<file path="config.mk">
export PLATFORM = sky130hd
export DESIGN_NAME = slmm_div
export DESIGN_NICKNAME = d
export VERILOG_FILES = /design/src/hdl/slmm_pkg.sv /design/src/hdl/slmm_div.sv
export SDC_FILE = /design/constraint.sdc
export NUM_CORES = 1
export LEC_CHECK = 0
export BUFFER_PORTS_ARGS = -buffer_cell sky130_fd_sc_hd__buf_2
export CAP_MARGIN = 40
export CORE_ASPECT_RATIO = 1.75
export CORE_MARGIN = 5
export CORE_UTILIZATION = 39
export DETAILED_ROUTE_END_ITERATION = 6
export MAX_ROUTING_LAYER = met4
export PLACE_DENSITY = 0.62
export SYNTH_ARGS = -nofsm -noshare
export SYNTH_HDL_FRONTEND = slang
export SYNTH_SLANG_ARGS = --single-unit
</file>
<file path="constraint.sdc">
create_clock -name clock -period 2.5 [get_ports clock]
set_input_delay 0.5 -clock clock [delete_from_list [all_inputs] [get_ports clock]]
set_output_delay 0.5 -clock clock [all_outputs]
set_load 0.01 [all_outputs]
</file>
<file path="src/hdl/slmm_pkg.sv">
`timescale 1ns / 1ps
`default_nettype none
// ----------------------------------------------------------------------------
// slmm_pkg: shared types and constants of the sparse linear model scorer
// Sizes of the feature tables, fixed-point format, field widths and codes.
// ----------------------------------------------------------------------------
package slmm_pkg;

   // feature tables and fixed-point format
   localparam int FEATURES  = 1024;
   localparam int FRAC_BITS = 16;
   localparam int ADDR_W    = (FEATURES > 1) ? $clog2(FEATURES) : 1;

   // field widths
   localparam int MODE_W    = 2;
   localparam int IDX_W     = 11;
   localparam int DATA_W    = 32;
   localparam int SCALE_W   = 31;
   localparam int ACC_W     = 48;
   localparam int SUM_W     = 64;
   localparam int CNT_W     = 32;
   localparam int OUT_W     = 63;
   localparam int CSR_IDX_W = 2;

   // shared multiplier
   localparam int MUL_W  = DATA_W + 1;
   localparam int PROD_W = 2 * MUL_W;

   // divider step counter
   localparam int DIV_STEP_W = $clog2(SUM_W);

   typedef enum logic [MODE_W-1:0] {
      MODE_LOAD   = 2'd0,
      MODE_ELEM   = 2'd1,
      MODE_END    = 2'd2,
      MODE_REPORT = 2'd3
   } mode_type;

   typedef enum logic [CSR_IDX_W-1:0] {
      CSR_NORMALIZE = 2'd0,
      CSR_INTERCEPT = 2'd1,
      CSR_Y_SCALE   = 2'd2
   } csr_index_type;

   localparam logic KIND_SAMPLE = 1'b0;
   localparam logic KIND_REPORT = 1'b1;

endpackage
`default_nettype wire

</file>
<file path="src/hdl/slmm_div.sv">
`timescale 1ns / 1ps
`default_nettype none
// ----------------------------------------------------------------------------
// slmm_div: restoring divider for the error report
// Divides the 64-bit error sum by the 32-bit sample count, one quotient bit
// per cycle; done pulses for one cycle when the quotient is ready.
// ----------------------------------------------------------------------------
module slmm_div (
   input  wire logic                       clock,
   input  wire logic                       reset,
   input  wire logic                       start,
   input  wire logic [slmm_pkg::SUM_W-1:0] dividend,
   input  wire logic [slmm_pkg::CNT_W-1:0] divisor,
   output logic                            done,
   output logic [slmm_pkg::SUM_W-1:0]      quotient
);
   import slmm_pkg::*;

   logic                  busy_ff, busy_in;
   logic                  done_ff, done_in;
   logic [DIV_STEP_W-1:0] step_ff, step_in;
   logic [CNT_W-1:0]      rem_ff, rem_in;
   logic [SUM_W-1:0]      quo_ff, quo_in;
   logic [CNT_W-1:0]      dvs_ff, dvs_in;

   logic [CNT_W:0] trial;
   logic [CNT_W:0] trial_sub;
   logic           fits;

   always_comb begin
      trial     = {rem_ff, quo_ff[SUM_W-1]};
      trial_sub = trial - {1'b0, dvs_ff};
      fits      = trial >= {1'b0, dvs_ff};

      busy_in = busy_ff;
      done_in = 1'b0;
      step_in = step_ff;
      rem_in  = rem_ff;
      quo_in  = quo_ff;
      dvs_in  = dvs_ff;

      if (start) begin
         busy_in = 1'b1;
         step_in = '0;
         rem_in  = '0;
         quo_in  = dividend;
         dvs_in  = divisor;
      end else if (busy_ff) begin
         // dividend bits shift out the top as quotient bits shift in
         rem_in  = fits ? trial_sub[CNT_W-1:0] : trial[CNT_W-1:0];
         quo_in  = {quo_ff[SUM_W-2:0], fits};
         step_in = step_ff + DIV_STEP_W'(1);
         if (step_ff == DIV_STEP_W'(SUM_W - 1)) begin
            busy_in = 1'b0;
            done_in = 1'b1;
         end
      end
   end

   always_ff @(posedge clock) begin
      if (reset) begin
         busy_ff <= 1'b0;
         done_ff <= 1'b0;
         step_ff <= '0;
      end else begin
         busy_ff <= busy_in;
         done_ff <= done_in;
         step_ff <= step_in;
      end
   end

   always_ff @(posedge clock) begin
      rem_ff <= rem_in;
      quo_ff <= quo_in;
      dvs_ff <= dvs_in;
   end

   assign done     = done_ff;
   assign quotient = quo_ff;

endmodule
`default_nettype wire

</file>
==> flow_metrics.py <==
metrics = {
    "layout": {
        "fin_cells": 1206,
        "area_delta_synth_final_pct": 41.9,
        "final_cell_mix": "162 x buf_2, 110 x buf_4, 96 x edfxtp_1",
        "n_fill_cell": 1707,
        "final_common_cell": "buf_2",
        "num-nets-final": 1084,
        "drive_above_1_share_pct": 48.5,
    },
    "power": {
        "power.density_cell_area_nw_per_um2": 683,
        "ir_worst_vdd_v": 0.000599,
        "p_leak_nw": 4.64,
    },
    "timing": {
        "maxSlewHeadroom_pct": 72.8,
        "min_period_ns": 2.82,
        "setup_viol": 33,
        "worstMarginPinSlew_ns": 0.407,
        "fmax_mhz": 355,
        "layout_setup_ws_ns": -0.319,
        "tns_ns": -4.37,
        "fin_worst_skew_ns": 0.0117,
        "maxSlewViolCount": 0,
        "period_share_pct": 113,
        "rsz0062_at_grt": "yes",
        "hold_violations": 0,
    },
    "die": {
        "core_area_um2": 19000,
        "initial_utilization_pct": 39.3,
        "io_pins": 164,
        "die_x_um": 115,
        "die_y_um": 193,
        "rows": 67,
        "dieArea_um2": 22200,
    },
    "cts": {
        "cts_inserted_buffers": 17,
        "holdBufCountCts": 0,
        "cts_root_buf": "clkbuf_16",
        "clk_pin_slew_ns": 0.06,
        "htree_levels": 4,
        "clockBufferDepth": 2,
        "clock_sinks": 136,
        "cts_tree": "done",
        "clk_latency_ns": 0.44,
    },
    "placed_design": {
        "gp_congestion": 0.902,
        "place_inst": 1150,
        "dp_hpwl_um": 15600,
        "port_buffers": 163,
    },
    "min_path": {
        "min_path_cells": 1,
        "hp-class": "in2reg",
    },
    "worst_setup_path": {
        "startpoint_type": "flop",
        "end_kind": "flop",
        "crit_chain": "inv_2, ha_4, fa_2, nor2b_2, o21ba_1, o31a_1, or4b_4, a221o_1, a21oi_2, xor2_1, o221ai_1",
        "slowest_stage": "or4b_4",
        "r2r_cells": 11,
        "required_ns": 2.80,
        "max_stage_delay_ns": 0.51,
        "cp.arrival_ns": 3.12,
        "crit_type": "reg2reg",
        "critPathMaxFanout": 3,
    },
    "logic_synthesis": {
        "synth_warnings": 0,
        "yosys_register_bits": 136,
        "synth_edf_count": 96,
        "synth_flop_cell": "edfxtp_1",
        "async_reset_ff_share_pct": 0,
        "yosysSeqAreaShare_pct": 49.2,
        "ys_types": 67,
        "synthCells": 674,
        "syn-num-nets": 807,
        "avgSynthCellArea_um2": 11.1,
        "syn_area_um2": 7480,
    },
    "run_status": {
        "violations": "setup timing",
        "outcome": "finished, violations left",
    },
    "run": {
        "cap_violations": 0,
    },
    "global_route": {
        "track_usage_pct": 20.4,
        "grt_pass1_vias": 6834,
        "grt_max_degree": 65,
        "gr-total-overflow": 0,
        "grt_pass1_wl_um": 34400,
        "antenna_found_initial": 1,
    },
    "drt": {
        "drt_iter0_drc": 321,
        "ant_nets": 0,
        "post_drt_wl_per_cell_um": 17.8,
        "dr.pass1.iters": 6,
        "num_vias": 6318,
        "viasPerCell": 5.24,
        "wirelength_um": 21500,
        "drc": 0,
    },
}
-- metal layers --
metal  vias to the layer above  part of all wire [%]  global-route usage [%]
met5                         -                     0                       -
met4                         0                   3.2                    8.05
met3                        45                   5.4                    5.13
met2                       209                    54                    36.3
met1                      3001                    38                    21.1
li1                       3063                     -                       -
-- per-stage QoR --
stage	total power, mW	hold slack [ns]	setup slack, ns	instance area, µm²	util [%]
detailed placement	4.36	0.485	-0.340	9340	49.1
floorplan	3.69	0.454	-0.237	7510	-
global route	7.60	0.217	-0.478	10600	55.8
CTS	7.25	0.221	-0.317	10500	55.1
finish	7.25	0.233	-0.319	10600	55.8
global placement	4.34	0.464	-0.282	9340	49.1
-- path summary, 6_finish.rpt --
kind / startpoint / endpoint / slack (ns)
setup / recovery: quotient[63] / rem_ff[26] / -0.32
hold / removal: divisor[31] / dvs_ff[31] / 0.23
setup reg to reg: quotient[63] / rem_ff[26] / -0.32
hold reg to reg: step_ff[5] / step_ff[5] / 0.49
-- cell families (layout without fill, tap and decap cells) --
logic type	Yosys count	count (layout)	synth area share, %
fa+ha+maj	34	34	5.78
mux	87	87	12.7
flops	136	136	49.2
compound gates	140	140	13.2
other cells	0	1	0
xor+xnor	27	27	3.16
simple gates	163	163	11.1
buf+inv	87	377	4.90
-- cell usage after synthesis (7+ instances only) --
library cell | number | area share (%)
edfxtp_1 | 96 | 39
mux2_2 | 63 | 9.5
nor2_1 | 57 | 2.9
inv_1 | 52 | 2.6
dfxtp_1 | 40 | 11
ha_1 | 33 | 5.5
a21oi_1 | 32 | 2.1
nand2_1 | 31 | 1.6
a211oi_1 | 24 | 2.4
clkbuf_1 | 23 | 1.2
mux2i_1 | 23 | 3.1
xnor2_1 | 17 | 2.0
a21o_1 | 15 | 1.5
o21ai_0 | 13 | 0.87
nand3_1 | 11 | 0.74
nand4_1 | 10 | 0.84
xor2_1 | 10 | 1.2
nor3_1 | 9 | 0.60
nor3b_1 | 7 | 0.70
-- cell type report --
| class | count | area (µm²) | share of cell area, % |
|---|---|---|---|
| timing repair buffer | 293 | 1950 | 18.4 |
| tap | 241 | 302 | 2.84 |
| inverter | 52 | 195 | 1.84 |
| clock inverter | 13 | 176 | 1.66 |
| clock buffer | 19 | 443 | 4.17 |
| antenna | 1 | 2.50 | 0.0236 |
| sequential | 136 | 3680 | 34.7 |
| multi-input combinational | 451 | 3860 | 36.4 |
-- flip-flops by register name, indices dropped and copies added, names as in the netlist --
| signal | cells |
|---|---|
| busy_ff | 1 |
| done | 1 |
| dvs_ff | 32 |
| quotient | 64 |
| rem_ff | 32 |
| step_ff | 6 |
-- critical path: cells and delay by family, from the launching register on --
| family | cells | cell delay, ns |
|---|---|---|
| AO/OA/AOI/OAI | 5 | 1.13 |
| XOR/XNOR | 1 | 0.16 |
| adder cells (fa/ha/maj) | 2 | 0.35 |
| buffers and inverters | 1 | 0.08 |
| flip-flops | 1 | 0.39 |
| AND/OR/NAND/NOR | 2 | 0.56 |
-- power breakdown --
part / internal (mW) / total (mW) / switching [mW] / leakage, nW
combinational: 0.919 / 1.81 / 0.887 / 3.06
clock: 1.69 / 2.68 / 0.989 / 0.299
sequential: 2.65 / 2.77 / 0.123 / 1.29
total: 5.25 / 7.25 / 2.00 / 4.64
-- timing repair --
item	in CTS	in global routing
pin swaps	39	31
endpoints found under the setup margin	33	33
setup buffers	19	5
cloned	3	0
gates resized for setup	56	39
No activity file was read; power rests on OpenSTA's default activity.
